**config.mk**
```make
export PLATFORM = sky130hd
export DESIGN_NAME = round_robin_thread_scheduler
export DESIGN_NICKNAME = d
export VERILOG_FILES = /design/src/hdl/rrts_pkg.sv /design/src/hdl/round_robin_thread_scheduler.sv
export SDC_FILE = /design/constraint.sdc
export NUM_CORES = 1
export LEC_CHECK = 0
export BUFFER_PORTS_ARGS = -buffer_cell sky130_fd_sc_hd__clkbuf_2
export CORE_MARGIN = 8
export CORE_UTILIZATION = 60
export DETAILED_ROUTE_END_ITERATION = 10
export PLACE_DENSITY = 0.78
export SLEW_MARGIN = 20
export SYNTH_ARGS = -nofsm -noshare
export SYNTH_HDL_FRONTEND = slang
export SYNTH_SLANG_ARGS = --single-unit
```
**constraint.sdc**
```tcl
create_clock -name clk_i -period 4.3 [get_ports clk_i]
set_input_delay 0 -clock clk_i [delete_from_list [all_inputs] [get_ports clk_i]]
set_output_delay 0 -clock clk_i [all_outputs]
set_load 0.005 [all_outputs]
```
**src/hdl/rrts_pkg.sv**
```systemverilog
// ----------------------------------------------------------------------------
// rrts_pkg
// Shared types and constants for the round-robin thread scheduler.
// ----------------------------------------------------------------------------
`default_nettype none

package rrts_pkg;

  localparam int THREAD_COUNT = 8;
  localparam int COUNT_WIDTH  = 16;
  localparam int THREAD_W     = (THREAD_COUNT > 1) ? $clog2(THREAD_COUNT) : 1;

  typedef logic [THREAD_W-1:0]     thread_t;
  typedef logic [THREAD_COUNT-1:0] mask_t;
  typedef logic [COUNT_WIDTH-1:0]  count_t;

  // largest count, widened to 32 bits for comparison against the request
  localparam logic [31:0] COUNT_MAX = 32'((64'd1 << COUNT_WIDTH) - 64'd1);

  // only thread zero starts enabled
  localparam mask_t DISABLED_RST = ~mask_t'(1);

  localparam thread_t LAST_THREAD = thread_t'(THREAD_COUNT - 1);

  typedef enum logic [2:0] {
    OP_TICK    = 3'd0,
    OP_DELAY   = 3'd1,
    OP_YIELD   = 3'd2,
    OP_CREATE  = 3'd3,
    OP_SUSPEND = 3'd4,
    OP_RESUME  = 3'd5,
    OP_DISABLE = 3'd6,
    OP_ENABLE  = 3'd7
  } opcode_e;

endpackage

`default_nettype wire

```
**src/hdl/round_robin_thread_scheduler.sv**
```systemverilog
// ----------------------------------------------------------------------------
// round_robin_thread_scheduler
// Eight-thread round-robin scheduler with disable, suspend and tick delay.
// ----------------------------------------------------------------------------
// latency from start transfer to result follows the path: mask ops and creates
//   of a non-running thread go straight to done_o, a tick walks every counter
//   (one counter per cycle) and a reschedule tries one candidate per cycle
// throughput: one command at a time, busy_o stays high through the done_o cycle
// reset: async active low, only thread zero enabled, thread zero running
// the receiver cannot stall: each result shows for one cycle on done_o
`default_nettype none

module round_robin_thread_scheduler (
  input  wire logic        clk_i,
  input  wire logic        rst_ni,
  input  wire logic        start_i,
  output logic             busy_o,
  input  wire logic [2:0]  opcode_i,
  input  wire logic [2:0]  thread_num_i,
  input  wire logic [15:0] tick_count_i,
  input  wire logic        start_enabled_i,
  output logic             done_o,
  output logic [2:0]       running_thread_o,
  output logic             ready_found_o,
  output logic             switched_o
);

  localparam logic [1:0] S_IDLE = 2'd0;
  localparam logic [1:0] S_TICK = 2'd1;
  localparam logic [1:0] S_SCAN = 2'd2;
  localparam logic [1:0] S_OUT  = 2'd3;

  logic [1:0] state_q, state_d;

  rrts_pkg::mask_t   disabled_q, disabled_d;
  rrts_pkg::mask_t   suspended_q, suspended_d;
  rrts_pkg::mask_t   delayed_q, delayed_d;
  rrts_pkg::count_t  counters_q [rrts_pkg::THREAD_COUNT];
  rrts_pkg::thread_t cur_q, cur_d;
  rrts_pkg::thread_t prev_q, prev_d;
  rrts_pkg::thread_t idx_q, idx_d;   // tick walk index and scan candidate
  rrts_pkg::thread_t step_q, step_d; // scan step count
  logic              found_q, found_d;

  // single counter write port
  logic              ctr_we;
  rrts_pkg::thread_t ctr_waddr;
  rrts_pkg::count_t  ctr_wdata;

  rrts_pkg::opcode_e op;
  rrts_pkg::thread_t tn;
  logic              in_range;
  rrts_pkg::mask_t   tn_bit;
  rrts_pkg::mask_t   blocked;
  rrts_pkg::thread_t cand_next;
  rrts_pkg::count_t  ctr_rd;
  rrts_pkg::count_t  delay_cnt;
  logic              accept;

  assign accept   = start_i && (state_q == S_IDLE);
  assign op       = rrts_pkg::opcode_e'(opcode_i);
  assign tn       = rrts_pkg::thread_t'(thread_num_i);
  assign in_range = 32'(thread_num_i) < 32'(rrts_pkg::THREAD_COUNT);
  assign tn_bit   = in_range ? (rrts_pkg::mask_t'(1) << tn) : '0;
  assign blocked  = disabled_q | suspended_q | delayed_q;
  assign cand_next = (idx_q == rrts_pkg::LAST_THREAD) ? '0 : idx_q + rrts_pkg::thread_t'(1);
  assign ctr_rd   = counters_q[idx_q];
  assign delay_cnt = (32'(tick_count_i) > rrts_pkg::COUNT_MAX) ?
                     rrts_pkg::count_t'(rrts_pkg::COUNT_MAX) :
                     rrts_pkg::count_t'(tick_count_i);

  always_comb begin
    state_d     = state_q;
    disabled_d  = disabled_q;
    suspended_d = suspended_q;
    delayed_d   = delayed_q;
    cur_d       = cur_q;
    prev_d      = prev_q;
    idx_d       = idx_q;
    step_d      = step_q;
    found_d     = found_q;
    ctr_we      = 1'b0;
    ctr_waddr   = idx_q;
    ctr_wdata   = ctr_rd - rrts_pkg::count_t'(1);

    case (state_q)
      S_IDLE: begin
        if (accept) begin
          prev_d  = cur_q;
          found_d = 1'b0;
          idx_d   = cur_q;
          step_d  = '0;
          state_d = S_OUT;
          case (op)
            rrts_pkg::OP_TICK: begin
              idx_d   = '0;
              state_d = S_TICK;
            end
            rrts_pkg::OP_DELAY: begin
              ctr_we    = 1'b1;
              ctr_waddr = cur_q;
              ctr_wdata = delay_cnt;
              if (delay_cnt != '0) begin
                delayed_d = delayed_q | (rrts_pkg::mask_t'(1) << cur_q);
              end else begin
                delayed_d = delayed_q & ~(rrts_pkg::mask_t'(1) << cur_q);
              end
              state_d = S_SCAN;
            end
            rrts_pkg::OP_YIELD: begin
              state_d = S_SCAN;
            end
            rrts_pkg::OP_CREATE: begin
              if (in_range) begin
                if (start_enabled_i) begin
                  disabled_d = disabled_q & ~tn_bit;
                end
                if (tn == cur_q) begin
                  state_d = S_SCAN;
                end
              end
            end
            rrts_pkg::OP_SUSPEND: suspended_d = suspended_q | tn_bit;
            rrts_pkg::OP_RESUME:  suspended_d = suspended_q & ~tn_bit;
            rrts_pkg::OP_DISABLE: disabled_d  = disabled_q | tn_bit;
            default:              disabled_d  = disabled_q & ~tn_bit;
          endcase
        end
      end
      S_TICK: begin
        // one counter per cycle through the shared decrementer
        if (ctr_rd != '0) begin
          ctr_we = 1'b1;
          if (ctr_rd == rrts_pkg::count_t'(1)) begin
            delayed_d = delayed_q & ~(rrts_pkg::mask_t'(1) << idx_q);
          end
        end
        idx_d = idx_q + rrts_pkg::thread_t'(1);
        if (idx_q == rrts_pkg::LAST_THREAD) begin
          state_d = S_OUT;
        end
      end
      S_SCAN: begin
        // running thread itself is tried last
        idx_d  = cand_next;
        step_d = step_q + rrts_pkg::thread_t'(1);
        if (!blocked[cand_next]) begin
          cur_d   = cand_next;
          found_d = 1'b1;
          state_d = S_OUT;
        end else if (step_q == rrts_pkg::LAST_THREAD) begin
          state_d = S_OUT;
        end
      end
      S_OUT: begin
        state_d = S_IDLE;
      end
      default: begin
        state_d = S_IDLE;
      end
    endcase
  end

  always_ff @(posedge clk_i or negedge rst_ni) begin
    if (!rst_ni) begin
      state_q     <= S_IDLE;
      disabled_q  <= rrts_pkg::DISABLED_RST;
      suspended_q <= '0;
      delayed_q   <= '0;
      cur_q       <= '0;
      prev_q      <= '0;
      idx_q       <= '0;
      step_q      <= '0;
      found_q     <= 1'b0;
      for (int i = 0; i < rrts_pkg::THREAD_COUNT; i++) begin
        counters_q[i] <= '0;
      end
    end else begin
      state_q     <= state_d;
      disabled_q  <= disabled_d;
      suspended_q <= suspended_d;
      delayed_q   <= delayed_d;
      cur_q       <= cur_d;
      prev_q      <= prev_d;
      idx_q       <= idx_d;
      step_q      <= step_d;
      found_q     <= found_d;
      if (ctr_we) begin
        counters_q[ctr_waddr] <= ctr_wdata;
      end
    end
  end

  assign busy_o           = (state_q != S_IDLE);
  assign done_o           = (state_q == S_OUT);
  assign running_thread_o = 3'(cur_q);
  assign ready_found_o    = found_q;
  assign switched_o       = (cur_q != prev_q);

endmodule

`default_nettype wire
```
# After elaboration in Yosys (flattened, before gate mapping)
# Cells that the tools add are included.
[word_totals]
register_bits = 167
wordCells = 130
[op_classes]
n_bitwise = 16
muxes = 43
n_lt_le_gt_ge = 4
n_eq_ne = 22
n_shift = 3
reduce_logical = 22
n_addsub = 3
[ops]
columns = ["operator", "n"]
rows = [
  ["$bwmux W128", 1],
  ["$mux W16", 6],
  ["$bmux W16 S3", 1],
  ["$demux W16 S3", 1],
  ["$mux W8", 6],
  ["$or A8 B8 Y8", 5],
  ["$and A8 B8 Y8", 4],
  ["$pmux W8 S2", 2],
  ["$reduce_bool A16 Y1", 2],
  ["$not A8 Y8", 3],
  ["$pmux W8 S3", 1],
  ["$shl A1 B3 Y8 const A", 3],
  ["$mux W3", 7],
  ["$eq A16 B1 Y1 const B", 1],
  ["$sub A16 B1 Y16 const B", 1],
  ["$eq A3 B3 Y1 const B", 5],
  ["$ne A2 B2 Y1 const B", 6],
  ["$pmux W3 S3", 1],
  ["$reduce_and A3 Y1", 3],
  ["$ge A4 B4 Y1 const B", 2],
  ["$mux W2", 4],
  ["$not A3 Y4", 2],
  ["$pmux W2 S4", 1],
  ["$reduce_and A2 Y1", 4],
  ["26 further kinds", 41],
]

# Logic depth before layout (Yosys ltp)
# Gate-level depths: netlist of the first run.
[depth]
depth_word = 10
mapped_depth = 14
depth_no_buf = 9

# Worst setup path after synthesis of the first run
# Ideal clock, no wire load.
[synth_timing]
path_type = "register to register"
startpoint = "register idx_q[0]"
endpoint = "register counters_q[117] in the netlist's numbering"
setup_ns = 0.125
slack_ns = 0.861
period_less_slack_ns = 3.439
required_time_ns = 4.175
arrival_ns = 3.314
path_stages_with_launch = 15
path_cell_list = "dfrtp_1 buf_2 buf_2 buf_2 mux4_2 mux2i_1 ha_1 nor2b_1 and2_1 o21ai_0 o31a_2 a21o_1 buf_2 buf_4 mux2_2"
[synth_via]
elab_chain_cells = 9
elab_cells_between_ends = 21
cone_classes = "1 x add/sub; 2 x order compare; 14 x mux; 2 x bitwise; 2 x reduce/logical"
[synth_lines]
columns = ["element", "line_no", "rtl"]
rows = [
  ["from (decl)", "round_robin_thread_scheduler.sv:41", "rrts_pkg::thread_t idx_q, idx_d;"],
  ["from (signal assigned)", "round_robin_thread_scheduler.sv:185", "idx_q <= idx_d;"],
  ["$not A3 Y4 (implied by the code) / $mux W3 (equally long branches)", "round_robin_thread_scheduler.sv:67, round_robin_thread_scheduler.sv:94", ""],
  ["$bmux W16 S3 / $mux W3 (equally long branches)", "round_robin_thread_scheduler.sv:67, round_robin_thread_scheduler.sv:88", ""],
  ["$mux W16 (implied by the code) / $mux W3 (equally long branches)", "round_robin_thread_scheduler.sv:67, round_robin_thread_scheduler.sv:86", ""],
  ["$mux W16 (implied by the code) / $not A3 Y4 (equally long branches)", "round_robin_thread_scheduler.sv:67, round_robin_thread_scheduler.sv:189", ""],
  ["$sub A16 B1 Y16, or another cell as far along", "round_robin_thread_scheduler.sv:84", "ctr_wdata = ctr_rd - rrts_pkg::count_t'(1);"],
  ["$mux W16 / $logic_and A1 B1 Y1 (equally long branches)", "round_robin_thread_scheduler.sv:94, round_robin_thread_scheduler.sv:189", ""],
  ["$mux W16, on equally long branches", "round_robin_thread_scheduler.sv:88, round_robin_thread_scheduler.sv:189", ""],
  ["$mux W16 / $demux W16 S3 (equally long branches)", "round_robin_thread_scheduler.sv:86, round_robin_thread_scheduler.sv:189", ""],
  ["$bwmux W128", "round_robin_thread_scheduler.sv:189", "counters_q[ctr_waddr] <= ctr_wdata;"],
  ["to (signal, indexed assignment)", "round_robin_thread_scheduler.sv:189", ""],
  ["to (decl)", "round_robin_thread_scheduler.sv:38", "rrts_pkg::count_t counters_q [rrts_pkg::THREAD_COUNT];"],
]
# Several ways; a longest one is shown, not always the timed one. The select of a mux whose other input is x is not followed.
# A chain may end at the register's enable or synchronous reset.

# Worst setup path in the final report of the first run
[layout_timing]
startpoint = "register idx_q[0]"
endpoint = "register counters_q[55] in the netlist's numbering"
# Same word-level chain as after synthesis.

==> results of run 1 <==
## final cells by class
cell class	instances	share of cell area, %
Clock buffer	20	4.82
Multi-Input combinational cell	455	43.3
Clock inverter	11	1.77
Inverter	11	0.427
Sequential cell	167	43.3
Tap cell	180	2.33
Timing Repair Buffer	58	4.02
## stage by stage
| stage | utilization (%) | std cells | cell area (um^2) |
|---|---|---|---|
| floorplan | - | 669 | 8600 |
| global placement | 64.4 | 865 | 8970 |
| detailed placement | 64.4 | 865 | 8970 |
| CTS | 69.4 | 902 | 9670 |
| global route | 69.4 | 902 | 9670 |
| finish | 69.4 | 902 | 9670 |
## where the power goes
part | switching [mW] | internal, mW | leakage [nW]
clock | 0.614 | 1.02 | 0.308
combinational | 2.28 | 1.87 | 1.94
sequential | 0.429 | 2.21 | 2.14
## per-layer routing
| layer | up-vias | GRT usage [%] | share of wire (%) |
|---|---|---|---|
| met1 | 2995 | 29.9 | 42 |
| met3 | 35 | 4.86 | 4.9 |
| met2 | 184 | 37.4 | 50 |
| met5 | - | 0 | 0 |
| li1 | 2583 | - | - |
| met4 | 0 | 8.76 | 2.5 |
## Yosys cell counts, types with 4 or more instances
| library cell | n |
|---|---|
| dfrtp_1 | 160 |
| mux2_2 | 114 |
| nor2_1 | 36 |
| mux4_2 | 33 |
| o21ai_0 | 30 |
| nand2_1 | 23 |
| a21oi_1 | 19 |
| mux2i_1 | 19 |
| clkbuf_1 | 16 |
| ha_1 | 16 |
| nand3_1 | 13 |
| nor3_1 | 13 |
| o31ai_1 | 11 |
| xor2_1 | 11 |
| buf_2 | 10 |
| inv_1 | 10 |
| mux2_1 | 10 |
| mux2_4 | 10 |
| and3_1 | 8 |
| nand2b_1 | 8 |
| nor4_1 | 8 |
| o41ai_1 | 8 |
| xnor2_1 | 8 |
| dfstp_2 | 7 |
| o22ai_1 | 6 |
| a31oi_1 | 5 |
| buf_6 | 5 |
| nand4_1 | 5 |
| or3_1 | 5 |
| nor2b_1 | 4 |
## how the worst min path moves through the flow
stage                      from   endpoint  slack [ns]  depth (start not counted)
floorplan                rst_ni  async pin       -0.30                          0
global placement         rst_ni  async pin        0.10                          1
detailed placement       rst_ni  async pin        0.12                          1
CTS                 opcode_i[0]       flop        0.06                          2
global route        opcode_i[0]       flop        0.12                          2
finish              opcode_i[0]       flop         0.1                          2
## critical path, stage by stage (launching register included)
cell	delay, ns
dfrtp_2	0.58
buf_12	0.28
mux4_2	0.53
mux2i_1	0.33
nand3_2	0.28
nor4_4	0.41
o31a_2	0.23
o21ba_1	0.54
mux2_4	0.48
## cells by family (layout without fill, tap and decap cells)
family	Yosys count	count (layout)	synth area share, %
compound gates	97	97	7.18
flops	167	167	48.7
simple gates	137	137	8.28
xor+xnor	19	19	1.94
fa+ha+maj	16	16	2.33
mux	186	186	28.8
buf+inv	47	100	2.72
## timing repair
action | CTS | global route
hold endpoints to repair | 92 | 0
hold buffers | 6 | 0
setup buffers | 0 | 0
==> summary.txt, run 1 <==
Synthesis Warnings - 0
Post-synth EDFFs - 0
minimum clock period after layout - 3.81 ns
vias in the first global route - 6112
antenna-violating nets left - 0
headroom to the max-slew limit - 22.6%
post-layout net count - 752
overall die area - 0.0184 mm^2
detail-routed net length per standard cell - 22.1 um
kind of end point of the critical path - flop
CTS-repair resized insts - 0
Final GP Congestion - 0.888
initial antenna violation count - 0
DIE HEIGHT - 136 um
CTS Root Cell - clkbuf_16
total power - 8.42 mW
source-to-sink clock delay at the later pin of the worst-skew pair - 0.43 ns
Core Region - 0.0139 mm^2
post-synth design cell area - 0.00860 mm^2
final-layout setup total negative slack - 0 ns
final-report max-slew violation count - 0
# clock sinks - 167
multi-input combinational cell area - 0.00419 mm^2
Sequential Area - 0.00419 mm^2
unique cell type count in the Yosys netlist - 55
total I/O pin count - 33
CP Data Required Time - 4.61 ns
number of I/O port buffers - 32
arrival time reported for the critical path endpoint - 4.13 ns
sequential cell area fraction in the yosys report - 48.7%
total via count after detailed routing - 5797
synthesized flop and latch total - 167
startpoint kind of the worst setup timing path - flop
most instantiated flip-flop cell in the synthesis netlist - dfrtp_1
Longest Clk Path Bufs - 2
most area-consuming cells after synthesis - dfrtp_1 47%, mux2_2 15%, mux4_2 8.6%
commonest non-fill, non-tap cells in the layout - 159 x dfrtp_1, 114 x mux2_2, 36 x nor2_1, 33 x mux4_2, 31 x clkbuf_2
share of final-layout standard cells stronger than drive strength 1 - 36.0%
number of placement rows - 43
area share of the largest cell type after synthesis - 46.6%
peak supply drop - 0.454 mV
fmax - 262 MHz
worst slack at placement - 0.513 ns
global-route wire length before repair - 32900 um
Pwr Density - 870 mW/mm^2
count of final hold-check violations - 0
termination of the worst setup path - counters_q[55]
number of cells on the worst reg-to-reg path - 8
number of inserted filler cells in the final layout - 936
worst slew pin tran - 1.16 ns
cell type contributing the most total cell area after synthesis - dfrtp_1
number of DRC markers in iteration 0 - 534
clock slew at reported path FFs - 0.06 ns
largest net degree at the start of global routing - 93
worst clock skew - 0.00770 ns
post-synthesis area per instance - 12.9 um^2
Hold Path Class - in -> reg
beginning of the critical path - idx_q[0]
Die Span X - 136 um
n_diodes - 0
Area growth syn-to-layout - 12.5%
setup repair after global routing missed its margin - false
number of buffers inserted during clock tree synthesis - 17
crit path kind - reg -> reg
Max Cap Viol - 0
maximum fanout encountered on the critical timing path - 24
Remaining Overflow, GRT - 0
Hold WS - 0.0964 ns
detailed-placement wirelength estimate - 13300 um
H-tree depth - 4
status - finished clean
register-to-register setup slack - 0.49 ns
most common cell after layout, fill and taps aside - dfrtp_1
Setup violations, final - 0
Static Leak - 4.39 nW
vias per cell - 6.43
Synthesized Nets - 711
worst reg2reg path startpoint - idx_q[0]
detailed-route DRC error count - 0
worst r2r dst - counters_q[55]
clock tree from TritonCTS - built
initial cell density of the core - 61.7%
final worst path period share - 88.7%
final setup margin - 0.487 ns
Post-Syn Instances - 669
drt pass-1 iters - 6
share of flip-flops with an asynchronous set or reset - 100%
global router's overall resource usage - 23.1%
total length of routed wires - 19900 um
Power figures use the tool's default switching activity.
==> inputs of run 2 (changes only) <==
Settings changed: CAP_MARGIN set to 15, CORE_ASPECT_RATIO set to 0.7, SLEW_MARGIN 20 to 30.
==> summary.txt, run 2 (synthesis results as in run 1) <==
startpoint kind of the worst setup timing path - flop
initial cell density of the core - 61.6% (-0.13 points)
Critical Path Slowest Stage Cell - nor4_1
initial antenna violation count - 0 (unchanged)
largest net degree at the start of global routing - 62 (-33%)
Longest Clk Path Bufs - 2 (unchanged)
number of DRC markers in iteration 0 - 518 (-3.0%)
source-to-sink clock delay at the later pin of the worst-skew pair - 0.43 ns (about the same)
CTS Root Cell - clkbuf_16
minimum clock period after layout - 3.82 ns (+0.00467 ns)
worst path cell trace - buf_4 > mux4_2 > mux2i_1 > nand3_1 > nor4_1 > xor2_1 > a21oi_1 > mux2_2
worst slack at placement - 0.557 ns (+0.0442 ns)
status - finished clean
summed area of non-filler cells in the final layout - 0.00958 mm^2 (-0.93%)
register-to-register setup slack - 0.48 ns (about the same)
n_diodes - 0 (unchanged)
clock slew at reported path FFs - 0.07 ns (about the same)
total met3 wirelength after detailed routing - 1820 um (+85%)
commonest non-fill, non-tap cells in the layout - 159 x dfrtp_1, 114 x mux2_2, 36 x nor2_1, 33 x mux4_2, 31 x clkbuf_2
switching power as a share of total power - 41.4% (+1.9 points)
final-layout setup total negative slack - 0 ns (unchanged)
share of final-layout standard cells stronger than drive strength 1 - 35.5% (-0.49 points)
final worst path period share - 88.8% (+0.11 points)
fmax - 262 MHz (-0.12%)
Max Cap Viol - 0 (unchanged)
wl on met1 - 9210 um (+9.1%)
part of the total power dissipated in the clock network - 17.9% (-1.5 points)
number of buffers inserted during clock tree synthesis - 17 (unchanged)
sum of met2 wire segment lengths after detailed routing - 9030 um (-9.5%)
Area growth syn-to-layout - 11.5%
number of setup buffers added after CTS - 0 (unchanged)
number of placement rows - 36 (-16%)
logic gate share of total power - 50.1% (+0.8 points)
DIE HEIGHT - 116 um (-14%)
detail-routed net length per standard cell - 22.6 um (+2.4%)
Static Leak - 4.33 nW (-1.3%)
Core Region - 0.0140 mm^2 (+0.21%)
total length of routed wires - 20400 um (+2.8%)
worst slew pin tran - 0.771 ns (-0.390 ns)
global router's overall resource usage - 23.2% (+0.066 points)
most common cell after layout, fill and taps aside - dfrtp_1
Pwr Density - 861 mW/mm^2 (-1.1%)
overall die area - 0.0185 mm^2 (+0.33%)
net switching power - 3.41 mW (+2.8%)
H-tree depth - 4 (unchanged)
setup repair after global routing missed its margin - false
kind of end point of the critical path - flop
maximum fanout encountered on the critical timing path - 9 (-63%)
worst clock skew - 0.0127 ns (+0.00496 ns)
sequential share of power - 32.0% (+0.7 points)
vias per cell - 6.52 (+1.5%)
final-report max-slew violation count - 0 (unchanged)
number of inserted filler cells in the final layout - 967 (+3.3%)
Final GP Congestion - 0.843 (-5.1%)
Remaining Overflow, GRT - 0 (unchanged)
crit path kind - reg -> reg
# clock sinks - 167 (unchanged)
count of final hold-check violations - 0 (unchanged)
family of cells with the greatest summed delay on the critical path - multiplexers
drt pass-1 iters - 5 (-1)
crit-path max cell delay - 0.57 ns (about the same)
arrival time reported for the critical path endpoint - 4.19 ns (+0.06 ns)
antenna-violating nets left - 0 (unchanged)
detailed-placement wirelength estimate - 13800 um (+3.8%)
post-layout net count - 745 (-0.93%)
total I/O pin count - 33 (unchanged)
total via count after detailed routing - 5903 (+1.8%)
CP Data Required Time - 4.67 ns (+0.06 ns)
Hold Path Class - in -> reg
Die Span X - 159 um (+17%)
Highest Signal Layer - met4
Area after DPL - 0.00897 mm^2 (unchanged)
detailed-route DRC error count - 0 (unchanged)
number of I/O port buffers - 32 (unchanged)
final setup margin - 0.482 ns (-0.00467 ns)
design internal power - 4.83 mW (-5.1%)
combined buffer and inverter count along the critical path - 1 (unchanged)
global-route wire length before repair - 33500 um (+2.0%)
vias in the first global route - 6001 (-1.8%)
Setup violations, final - 0 (unchanged)
clock tree from TritonCTS - built
headroom to the max-slew limit - 48.4% (+26 points)
peak supply drop - 0.406 mV (-11%)
## run 2: cell types whose count changed in the layout (fill, tap and decap cells not counted), moves of 3 or more
cell       delta
bufinv_16     -3
clkbuf_8      -3
inv_6         +5
buf_4         -7
## run 2: path summary, 6_finish.rpt
kind                                 start        endpoint  cells after the start
setup / recovery                  idx_q[0]  counters_q[11]                      8
hold / removal             thread_num_i[2]            flop                      3
setup reg to reg                  idx_q[0]  counters_q[11]                      8
hold reg to reg              counters_q[8]   counters_q[8]                      1
max in group asynchronous           rst_ni        idx_q[0]                      3
min in group asynchronous           rst_ni       async pin                      2
## run 2: power groups by stage
stage / combinational, mW / clock (mW) / sequential (mW)
floorplan: 3.15 / 0 / 2.44
global placement: 3.89 / 0 / 2.60
detailed placement: 4.07 / 0 / 2.65
finish: 4.13 / 1.48 / 2.64
CTS: 4.11 / 1.50 / 2.63
global route: 4.48 / 1.57 / 2.71
## run 2: what timing repair did
item	in CTS	in global routing
resized for setup	0	0
hold buffers	5	0
hold endpoints to repair	63	0
## run 2: layout make-up
cell class	instances	area, um^2	area share (%)
multi-input cells	455	4200	43.9
clock buffers	17	425	4.44
inverters	11	41.3	0.431
flip-flops and latches	167	4190	43.7
clock inverters	14	140	1.46
well taps	190	238	2.48
repair buffers	51	347	3.62
## run 2: worst reg2reg max path: cells and delay by family, from the launching register on
family | cells | cell delay, ns
muxes | 3 | 1.32
buffers and inverters | 1 | 0.30
and+or+nand+nor | 2 | 0.91
AOI/OAI and AO/OA | 1 | 0.55
xor gates and xnor gates | 1 | 0.13
DFF | 1 | 0.55
## run 2: routing by layer
| layer | up-vias | GRT usage, % |
|---|---|---|
| met3 | 33 | 6.13 |
| met2 | 279 | 35.0 |
| met5 | - | 0 |
| met4 | 0 | 7.58 |
| li1 | 2565 | - |
| met1 | 3026 | 32.4 |
## run 2: stage by stage
step | total power, mW | std cells | utilization [%] | hold slack [ns]
after floorplan | 5.60 | 669 | - | -0.296
after CTS | 8.23 | 905 | 68.6 | 0.0168
after detailed placement | 6.71 | 869 | 64.2 | 0.0217
final | 8.25 | 905 | 68.6 | 0.0386
after global placement | 6.49 | 869 | 64.1 | 0.00338
after global routing | 8.76 | 905 | 68.6 | 0.0706
